==> src/sv/abba_pkg.sv <==
// ----------------------------------------------------------------------------
// abba_pkg: shared types and constants of the address block allocator
// Table geometry, entry layouts, table write commands, op and status codes.
// ----------------------------------------------------------------------------
package abba_pkg;

  localparam int ADDR_BITS    = 32;
  localparam int SIZE_W       = 24;
  localparam int USED_ENTRIES = 64;
  localparam int FREE_ENTRIES = 64;
  localparam int UIDX_W       = $clog2(USED_ENTRIES);
  localparam int FIDX_W       = $clog2(FREE_ENTRIES);
  localparam int MAX_ENTRIES  = (USED_ENTRIES > FREE_ENTRIES) ? USED_ENTRIES : FREE_ENTRIES;
  localparam int CNT_W        = $clog2(MAX_ENTRIES + 1);

  // Largest block size, one bit wider so that sums can be checked against it
  localparam logic [SIZE_W:0] SIZE_LIMIT = {1'b0, {SIZE_W{1'b1}}};
  // One past the last address, two bits wider than an address
  localparam logic [ADDR_BITS+1:0] ADDR_END = (ADDR_BITS+2)'(1) << ADDR_BITS;

  // Command codes
  localparam logic [2:0] OP_ALLOC  = 3'd0;
  localparam logic [2:0] OP_FREE   = 3'd1;
  localparam logic [2:0] OP_SHRINK = 3'd2;
  localparam logic [2:0] OP_EXTEND = 3'd3;
  localparam logic [2:0] OP_LOOKUP = 3'd4;

  // Status codes
  localparam logic [2:0] ST_OK        = 3'd0;
  localparam logic [2:0] ST_NOT_FOUND = 3'd1;
  localparam logic [2:0] ST_BAD_BLOCK = 3'd2;
  localparam logic [2:0] ST_ZERO      = 3'd3;
  localparam logic [2:0] ST_FULL      = 3'd4;
  localparam logic [2:0] ST_SPACE     = 3'd5;

  typedef struct packed {
    logic [ADDR_BITS-1:0] start;
    logic [SIZE_W-1:0]    size;
    logic                 backed;
  } used_ent_t;

  typedef struct packed {
    logic [ADDR_BITS-1:0] start;
    logic [SIZE_W-1:0]    size;
  } free_ent_t;

  // Table write command: data_en writes the entry, the valid bit is always written
  typedef struct packed {
    logic              en;
    logic              data_en;
    logic              vld;
    logic [UIDX_W-1:0] idx;
    used_ent_t         ent;
  } used_wr_t;

  typedef struct packed {
    logic              en;
    logic              data_en;
    logic              vld;
    logic [FIDX_W-1:0] idx;
    free_ent_t         ent;
  } free_wr_t;

endpackage

==> src/sv/abba_used_tab.sv <==
// ----------------------------------------------------------------------------
// abba_used_tab: used block table
// Entry memory with registered read and one write port, valid bits in flops.
// ----------------------------------------------------------------------------
module abba_used_tab (
  input  logic                        clk,
  input  logic                        rst,
  input  logic [abba_pkg::UIDX_W-1:0] rd_idx,
  output abba_pkg::used_ent_t         rd_ent,
  output logic                        rd_vld,
  input  abba_pkg::used_wr_t          wr
);

  abba_pkg::used_ent_t                  mem [abba_pkg::USED_ENTRIES];
  logic [abba_pkg::USED_ENTRIES-1:0]    vld;

  // Write entry data, read one entry per cycle
  always_ff @(posedge clk) begin
    if (wr.en && wr.data_en) begin
      mem[wr.idx] <= wr.ent;
    end
    rd_ent <= mem[rd_idx];
    rd_vld <= vld[rd_idx];
  end

  // Valid bits clear at reset
  always_ff @(posedge clk) begin
    if (rst) begin
      vld <= '0;
    end else if (wr.en) begin
      vld[wr.idx] <= wr.vld;
    end
  end

endmodule

==> config.mk <==
export PLATFORM = sky130hd
export DESIGN_NAME = abba_used_tab
export DESIGN_NICKNAME = d
export VERILOG_FILES = /design/src/sv/abba_pkg.sv /design/src/sv/abba_used_tab.sv
export SDC_FILE = /design/constraint.sdc
export NUM_CORES = 2
export LEC_CHECK = 0
export ABC_CLOCK_PERIOD_IN_PS = 5140
export BUFFER_PORTS_ARGS = -buffer_cell sky130_fd_sc_hd__buf_2
export CORE_UTILIZATION = 40
export DETAILED_ROUTE_END_ITERATION = 7
export REMOVE_ABC_BUFFERS = 1
export SLEW_MARGIN = 10
export SYNTH_ARGS = -nofsm -noshare
export SYNTH_HDL_FRONTEND = slang
export SYNTH_SLANG_ARGS = --single-unit
==> constraint.sdc <==
create_clock -name clk -period 5.14 [get_ports clk]
set_input_delay 0 -clock clk [delete_from_list [all_inputs] [get_ports clk]]
set_output_delay 0 -clock clk [all_outputs]
set_load 0.05 [all_outputs]
==> impl_metrics.py <==
metrics = {
    "grt": {
        "grt_start_max_net_pins": 124,
        "antenna_found_initial": 15,
        "grt_remaining_overflow": 0,
        "grt_pass1_wl_um": 559200,
        "first_global_vias": 72174,
        "track_usage": 0.2206,
    },
    "cts": {
        "cts.clk_slew.worst_paths_ns": 0.06,
        "ctsResizeCount": 0,
        "cts-buffers-inserted": 378,
        "clk_path_buf_depth": 4,
        "cts_tree": "built",
        "cts-htree-levels": 5,
        "worstSkewPairLatency_ns": 0.96,
        "cts-root-buf": "clkbuf_16",
        "cts.sinks": 3770,
    },
    "power_and_ir_drop": {
        "power_leakage_nw": 50.32,
        "power_switching_w": 0.01385,
        "seq_power_share": 0.528,
        "swShare": 0.2150,
        "comb_power_share": 0.048,
        "pwr-share-clk": 0.424,
        "power.total_w": 0.06444,
        "p_int_w": 0.05058,
        "power_density_nw_per_um2": 395.7,
        "vdd_drop_max_mv": 0.3542,
    },
    "synth": {
        "yosysWarnings": 0,
        "synth-edff-count": 3648,
        "synthFlopType": "edfxtp_1",
        "yosysSeqAreaShare": 0.7858,
        "ys_types": 52,
        "syn_inst": 6442,
        "syn_area_per_cell_um2": 22.12,
        "netlist_area_um2": 142500,
        "synth_seq_cells": 3770,
        "synth_async_sr_flop_share": 0,
    },
    "routing": {
        "ant_nets": 0,
        "drt_pass1_iterations": 6,
        "routed_wl_um": 399400,
        "wl_per_cell_um": 33.48,
        "num_vias": 71685,
        "drc": 0,
        "drtIter0Drc": 8770,
        "vias_per_cell": 6.009,
    },
    "die": {
        "num_rows": 218,
        "fp.coreArea_um2": 353500,
        "io_pins": 132,
        "die_area_um2": 358700,
        "start_util": 0.4031,
        "die_h_um": 598.9,
        "die_width_um": 598.9,
    },
    "setup_path": {
        "crit_family": "buffers and inverters",
        "slowest_delay_ns": 1.01,
        "crit_top_cell": "buf_4",
        "cp_data_arrival_time_ns": 4.44,
        "cp_max_fo": 57,
        "endpoint_kind": "flop",
        "cp_data_required_time_ns": 6.03,
        "crit_type": "input pin to flop",
        "critPathBufInv": 4,
        "critPathLaunchType": "input pin",
        "critPathSlowestCell": "nor4_1",
        "path_cells": "dlygate4sd3_1, buf_8, buf_4, nor2_4, nand2_2, buf_4, o22ai_1, nor4_1, o22a_1",
    },
    "final_layout": {
        "area_delta_synth_final_pct": 14.27,
        "fin_nets": 6955,
        "drive_gt1_frac": 0.2587,
        "fillers": 29239,
    },
    "placed_design": {
        "io_buffers": 131,
        "place_congestion": 0.7846,
        "dp_hpwl_um": 212800,
    },
    "status": {
        "status": "complete, no violations",
    },
    "timing": {
        "period_needed_ns": 3.553,
        "slew_headroom": 0.1361,
        "finalHoldViolations": 0,
        "setup-tns-final_ns": 0,
        "skew_ns": 0.05090,
        "slew_viol_final": 0,
        "max_freq_mhz": 281.5,
        "worst_slew_pin_slew_ns": 1.296,
        "rsz0062_at_grt": "no",
        "period_share": 0.6912,
        "setup_viol": 0,
    },
    "job": {
        "cap_violations": 0,
    },
    "min_path": {
        "hp-class": "input pin to flop",
    },
}
[Yosys cell counts (38+ instances only)]
cell,n,area [um2]
o22ai_1,216,1351
nand2_1,179,671.9
nand3_1,97,485.5
buf_6,38,427.9
buf_4,78,585.6
o21ai_0,88,440.4
buf_2,72,360.4
dfxtp_1,122,2442
nor2_1,94,352.8
mux4_2,843,18990
clkbuf_1,168,630.6
o221ai_1,88,770.7
edfxtp_1,3648,109500
a21oi_1,115,575.6
a22oi_1,70,525.5
mux2i_1,178,1782
[logic make-up (layout without fill, tap and decap cells)]
group | after synthesis | after routing | synth area share
AOI/OAI and AO/OA | 725 | 725 | 0.03358
muxes | 1051 | 1051 | 0.1481
DFF | 3770 | 3770 | 0.7858
and+or+nand+nor | 508 | 508 | 0.01681
other | 0 | 4 | 0
buffers and inverters | 388 | 1141 | 0.01566
[cell usage in the layout, fill, tap and decap left out, types with 9 or more instances in the layout]
master         instances
o21ai_0               88
nor2b_1               12
a21oi_1              115
buf_12                46
and2_1                12
buf_2                125
a311oi_1              21
mux2i_1              178
mux4_2               843
clkinv_1              79
nand2_1              172
o22a_1                17
o22ai_1              216
bufinv_16             34
and3_1                13
mux2_2                30
nand4_1               25
nor2_1                28
dfxtp_1              122
a31oi_1               15
buf_4                180
dlygate4sd3_1         92
clkinv_2              69
a211oi_1              14
a22oi_1               70
a21boi_0               9
a41o_1                 9
clkbuf_1              83
o21ai_1               26
nor2_4                65
nor4_1                30
edfxtp_1            3648
nand3_1               96
o21a_1                17
o221ai_1              88
clkbuf_8              17
clkbuf_16            384
[tightest hold or removal path, delay by kind of cell]
kind	cells	cell delay (ns)
buf+inv	2	0.73
simple gates	2	0.26
compound gates	1	0.06
[state kept, by name (all words and copies together), names as in the netlist]
name and count:
rd_vld 1, rd_ent 57, vld 64, mem 3648
[power by group through the flow]
stage | Combinational [W] | Sequential (W) | Clock (W)
after detailed placement | 0.00308 | 0.0347 | 0
after global routing | 0.00328 | 0.0340 | 0.0287
after CTS | 0.00314 | 0.0340 | 0.0277
after global placement | 0.00303 | 0.0346 | 0
final | 0.00312 | 0.0340 | 0.0273
after floorplan | 0.00115 | 0.0348 | 0
[per-layer routing]
layer	vias to the layer above	GRT usage	share of wire
met5	-	0	0.00016
met4	8	0.05783	0.027
met3	585	0.03247	0.082
met2	3632	0.3605	0.49
met1	39114	0.3115	0.41
li1	28346	-	-
[per-stage QoR]
stage / worst slack, ns / area, um2 / utilization / instances / hold WS [ns]
after CTS: 1.772 / 162800 / 0.4606 / 11925 / 0.1576
after detailed placement: 1.439 / 149700 / 0.4235 / 11139 / 0.4650
final: 1.587 / 162800 / 0.4607 / 11929 / 0.1370
after global placement: 1.308 / 149700 / 0.4235 / 11138 / 0.4575
after global routing: 1.644 / 162800 / 0.4606 / 11926 / 0.1886
after floorplan: 1.388 / 140300 / - / 6055 / 0.06907
[final timing paths]
path	from	end	slack, ns	cells past startpoint
max reg2reg	mem[3][27]	rd_ent[27]	3.02	4
min reg2reg	vld[4]	vld[4]	0.47	2
max	rd_idx[2]	rd_ent[27]	1.59	9
min	wr[58]	vld[40]	0.14	5
[layout make-up]
cell class	count	area, um2	share of cell area
well taps	4730	5918	0.03634
multi-input cells	2284	28870	0.1773
flip-flops and latches	3770	112000	0.6877
repair buffers	446	3860	0.02370
clock buffers	484	10150	0.06236
diodes	4	10.01	0.00006147
inverters	1	8.758	0.00005378
clock inverters	210	2034	0.01249
[what timing repair did]
item / CTS / global route
hold buffers: 92 / 0
setup buffers: 0 / 0
endpoints found under the hold margin: 3756 / 0
No activity file was read; power rests on OpenSTA's default activity.
