--- config.mk ---
export PLATFORM = sky130hd
export DESIGN_NAME = abba_free_tab
export DESIGN_NICKNAME = d
export VERILOG_FILES = /design/src/sv/abba_pkg.sv /design/src/sv/abba_free_tab.sv
export SDC_FILE = /design/constraint.sdc
export NUM_CORES = 2
export LEC_CHECK = 0
export BUFFER_PORTS_ARGS = -buffer_cell sky130_fd_sc_hd__buf_2
export CORE_MARGIN = 5
export CORE_UTILIZATION = 60
export CTS_BUF_LIST = sky130_fd_sc_hd__clkbuf_4
export DETAILED_ROUTE_END_ITERATION = 16
export PLACE_DENSITY = 0.78
export SETUP_SLACK_MARGIN = 0.5
export SLEW_MARGIN = 10
export SYNTH_ARGS = -nofsm -noshare
export SYNTH_HDL_FRONTEND = slang
export SYNTH_SLANG_ARGS = --single-unit
--- constraint.sdc ---
create_clock -name clk -period 8.85 [get_ports clk]
set_input_delay 1.3275 -clock clk [delete_from_list [all_inputs] [get_ports clk]]
set_output_delay 1.3275 -clock clk [all_outputs]
set_load 0.005 [all_outputs]
--- src/sv/abba_pkg.sv ---
// ----------------------------------------------------------------------------
// abba_pkg: shared types and constants of the address block allocator
// Table geometry, entry layouts, table write commands, op and status codes.
// ----------------------------------------------------------------------------
package abba_pkg;

  localparam int ADDR_BITS    = 32;
  localparam int SIZE_W       = 24;
  localparam int USED_ENTRIES = 64;
  localparam int FREE_ENTRIES = 64;
  localparam int UIDX_W       = $clog2(USED_ENTRIES);
  localparam int FIDX_W       = $clog2(FREE_ENTRIES);
  localparam int MAX_ENTRIES  = (USED_ENTRIES > FREE_ENTRIES) ? USED_ENTRIES : FREE_ENTRIES;
  localparam int CNT_W        = $clog2(MAX_ENTRIES + 1);

  // Largest block size, one bit wider so that sums can be checked against it
  localparam logic [SIZE_W:0] SIZE_LIMIT = {1'b0, {SIZE_W{1'b1}}};
  // One past the last address, two bits wider than an address
  localparam logic [ADDR_BITS+1:0] ADDR_END = (ADDR_BITS+2)'(1) << ADDR_BITS;

  // Command codes
  localparam logic [2:0] OP_ALLOC  = 3'd0;
  localparam logic [2:0] OP_FREE   = 3'd1;
  localparam logic [2:0] OP_SHRINK = 3'd2;
  localparam logic [2:0] OP_EXTEND = 3'd3;
  localparam logic [2:0] OP_LOOKUP = 3'd4;

  // Status codes
  localparam logic [2:0] ST_OK        = 3'd0;
  localparam logic [2:0] ST_NOT_FOUND = 3'd1;
  localparam logic [2:0] ST_BAD_BLOCK = 3'd2;
  localparam logic [2:0] ST_ZERO      = 3'd3;
  localparam logic [2:0] ST_FULL      = 3'd4;
  localparam logic [2:0] ST_SPACE     = 3'd5;

  typedef struct packed {
    logic [ADDR_BITS-1:0] start;
    logic [SIZE_W-1:0]    size;
    logic                 backed;
  } used_ent_t;

  typedef struct packed {
    logic [ADDR_BITS-1:0] start;
    logic [SIZE_W-1:0]    size;
  } free_ent_t;

  // Table write command: data_en writes the entry, the valid bit is always written
  typedef struct packed {
    logic              en;
    logic              data_en;
    logic              vld;
    logic [UIDX_W-1:0] idx;
    used_ent_t         ent;
  } used_wr_t;

  typedef struct packed {
    logic              en;
    logic              data_en;
    logic              vld;
    logic [FIDX_W-1:0] idx;
    free_ent_t         ent;
  } free_wr_t;

endpackage

--- src/sv/abba_free_tab.sv ---
// ----------------------------------------------------------------------------
// abba_free_tab: free range table
// Entry memory with registered read and one write port, valid bits in flops.
// ----------------------------------------------------------------------------
module abba_free_tab (
  input  logic                        clk,
  input  logic                        rst,
  input  logic [abba_pkg::FIDX_W-1:0] rd_idx,
  output abba_pkg::free_ent_t         rd_ent,
  output logic                        rd_vld,
  input  abba_pkg::free_wr_t          wr
);

  abba_pkg::free_ent_t                  mem [abba_pkg::FREE_ENTRIES];
  logic [abba_pkg::FREE_ENTRIES-1:0]    vld;

  // Write entry data, read one entry per cycle
  always_ff @(posedge clk) begin
    if (wr.en && wr.data_en) begin
      mem[wr.idx] <= wr.ent;
    end
    rd_ent <= mem[rd_idx];
    rd_vld <= vld[rd_idx];
  end

  // Valid bits clear at reset
  always_ff @(posedge clk) begin
    if (rst) begin
      vld <= '0;
    end else if (wr.en) begin
      vld[wr.idx] <= wr.vld;
    end
  end

endmodule

==> impl_metrics.env <==
export IMPL_placeableCoreArea_sq_um=232500
export IMPL_setup_worst_path_class="in -> reg"
export IMPL_powerDensity_nw_per_um2=221.1
export IMPL_fin_worst_skew_ps=137.5
export IMPL_syn_num_nets=6287
export IMPL_ys_types=41
export IMPL_post_cts_resized=0
export IMPL_critPathBufInv=2
export IMPL_number_of_antenna_violations_at_the_first_check_in_global_routing=18
export IMPL_critical_path_top_delay_family="simple AND/OR/NAND/NOR gates"
export IMPL_setup_total_negative_slack_ps=0
export IMPL_path_max_fanout=35
export IMPL_detail_route_wirelength_mm=363.8
export IMPL_drv_slew=0
export IMPL_run_status="finished clean"
export IMPL_rows=177
export IMPL_power_leakage_uw=0.04971
export IMPL_cts_root_buffer="clkbuf_4"
export IMPL_avgSynthCellArea_sq_um=22.55
export IMPL_post_dp_hpwl_mm=190.1
export IMPL_ff_latch_area_sq_um=110000
export IMPL_crit_path_cell_trace="buf_2 -> nor3_1 -> nand2_1 -> nor2_4 -> buf_4"
export IMPL_maximum_single_stage_delay_on_the_critical_path_ps=950
export IMPL_worst_slew_pin_transition_ps=1332
export IMPL_setup_viol_count_final=0
export IMPL_multi_input_comb_area_sq_um=28790
export IMPL_via_count=72610
export IMPL_dieArea_sq_um=243300
export IMPL_drt_pre_antenna_iters=6
export IMPL_initial_utilization_pct=60.25
export IMPL_ys_seq_elements=3705
export IMPL_cts_root_to_sink_buffers=4
export IMPL_critPathArrivalTime_ps=4840
export IMPL_cp_start_kind="input port"
export IMPL_postPlaceCellArea_sq_um=144700
export IMPL_buffer_ports_inserted=129
export IMPL_fmax_ghz=0.2649
export IMPL_yosys_warnings=0
export IMPL_timing_final_hold_violations=0
export IMPL_grt_pass1_vias=73730
export IMPL_drc_errors=0
export IMPL_worst_path_max_delay_cell="nor2_4"
export IMPL_maximum_vdd_drop_mv=0.1414
export IMPL_cts_hold_repair_buffers=0
export IMPL_max_slew_margin_pct=11.12
export IMPL_timing_critical_path_required_ps=9910
export IMPL_post_synth_instance_area_sq_um=140100
export IMPL_drt_initial_drc_count=10610
export IMPL_critPathCaptureType="flip-flop"
export IMPL_wl_per_cell_um=33.91
export IMPL_overflow=0
export IMPL_synth_top_cells_by_area="edfxtp_1 77%, mux4_2 15%, dfxtp_1 1.7%"
export IMPL_synth_largest_type_area_fraction_pct=76.81
export IMPL_drive_gt1_share_pct=34.73
export IMPL_period_share_pct=42.65
export IMPL_filler_cell_count=14170
export IMPL_clock_sink_count=3705
export IMPL_synth_largest_area_cell="edfxtp_1"
export IMPL_holdCritPathClass="in -> reg"
export IMPL_grt_first_pass_wirelength_mm=519.9
export IMPL_worst_skew_pair_late_latency_ps=1580
export IMPL_post_cts_setup_buffer_count=0
export IMPL_floorplan_die_height_um=493.2
export IMPL_postRouteAntennaNets=0
export IMPL_grt_use_total_pct=30.11
export IMPL_cts_htree_levels=6
export IMPL_design_final_nets=7089
export IMPL_chipWidth_um=493.2
export IMPL_synth_seq_area_share_pct=78.54
export IMPL_routability_driven_placement_congestion_ratio=0.8196
export IMPL_cts_tree="yes"
export IMPL_clk_pin_slew_ps=70
export IMPL_maxCapViolCount=0
export IMPL_design_portCount=130
export IMPL_grt_setup_unrepaired="no"
export IMPL_grt_start_max_net_pins=108
export IMPL_syn_to_final_growth_pct=11.13
export IMPL_route_detailed_vias_per_inst=6.767
export IMPL_fin_crit_ps=3775
export IMPL_finished_cell_area_sq_um=155700
export IMPL_cts_buffers_inserted=873
export IMPL_synth_cells=6214
==> where the power goes <==
| group | internal (uW) | switching [uW] | total, uW |
|---|---|---|---|
| combinational | 571 | 1030 | 1600 |
| clock | 6920 | 6520 | 13400 |
| sequential | 19300 | 60.0 | 19400 |
| total | 26800 | 7610 | 34400 |
==> registers in the layout (all words and copies together) (netlist names) <==
register / count
mem: 3584
vld: 64
rd_ent: 56
rd_vld: 1
==> metrics by stage <==
step	util (%)	hold WS, ps	std cells	setup slack, ps	total power (uW)
after floorplan	-	450.8	6214	3622	20630
after global placement	62.24	458.5	9183	3841	21320
after detailed placement	62.24	466.3	9183	3697	21360
after CTS	66.93	170.8	10710	5050	34610
after global routing	66.95	250.1	10730	4996	35730
final	66.96	332.9	10730	5075	34430
==> path summary, 6_finish.rpt <==
| path | slack, ps | cells after the start | start | to |
|---|---|---|---|---|
| max | 5080 | 5 | wr[59] | mem[1][15] |
| min | 330 | 4 | wr[59] | vld[18] |
| max reg2reg | 6570 | 5 | mem[8][48] | rd_ent[48] |
| min reg2reg | 480 | 2 | vld[31] | vld[31] |
==> Yosys cell counts <==
master,count
and3b_1,2
or3b_2,5
buf_1,39
a22o_1,3
nor3b_2,2
o211ai_1,1
nand2b_1,11
o221ai_1,46
mux2_2,27
nand2_1,134
buf_4,57
edfxtp_1,3584
a31oi_1,22
nor2b_1,10
or2_2,4
a211oi_1,9
mux4_2,922
nor3_1,20
buf_2,102
clkinv_1,1
a221oi_1,84
or3_1,2
o31ai_1,3
a21oi_1,145
nor2_1,176
nand3_1,71
a21boi_0,1
clkbuf_1,151
nor4b_1,1
buf_6,13
nand4_1,1
mux2i_1,159
o21ai_0,165
and2_1,4
o21ai_1,4
nand3b_1,5
and2_0,1
o22ai_1,104
dfxtp_1,121
a211o_1,1
and3_1,1
==> worst min-delay path, cell delays in order <==
cell and delay [ps]:
buf_2 220, nor3b_2 150, nand3_1 100, a21oi_1 60
==> cell families (layout without fill, tap and decap cells) <==
group           count (synthesis)  in the layout  synth area share [%]
flops                        3705           3705                 78.54
mux                          1108           1108                 16.17
compound gates                588            588                 2.597
simple gates                  450            450                 1.402
buf+inv                       363           1819                 1.286
other cells                     0             17                     0
==> cells in the final DEF (no fill, tap or decap), types with 4 or more instances in the layout <==
cell / n
edfxtp_1: 3584
clkbuf_4: 1295
mux4_2: 922
clkinv_1: 190
o21ai_0: 165
mux2i_1: 159
buf_4: 147
a21oi_1: 145
nand2_1: 132
buf_2: 122
dfxtp_1: 121
nor2_1: 112
o22ai_1: 104
a221oi_1: 84
nand3_1: 69
nor2_4: 64
o221ai_1: 46
mux2_2: 27
a31oi_1: 22
nor3_1: 20
diode_2: 17
buf_12: 17
inv_2: 16
a211oi_1: 9
bufinv_16: 9
clkinv_2: 9
nor2b_1: 8
nand2b_1: 7
or3b_2: 5
nand3b_1: 5
o21ai_1: 4
clkinvlp_4: 4
==> routing by layer <==
metal / vias up / GRT usage (%) / wire length, um
li1: 28650 / - / -
met1: 37350 / 40.49 / 121500
met2: 5673 / 46.14 / 172800
met3: 907 / 8.161 / 48960
met4: 22 / 15.51 / 20220
met5: - / 0.4892 / 378
==> cell type report <==
type                       count  area share [%]
clock inverter               234          0.7618
sequential                  3705           70.68
clock buffer                1295           6.244
timing repair buffer         289           1.348
antenna                       17         0.02732
multi-input combinational   2146           18.49
tap                         3043           2.445
inverter                       1        0.005625
(Power assumes the default switching activity.)
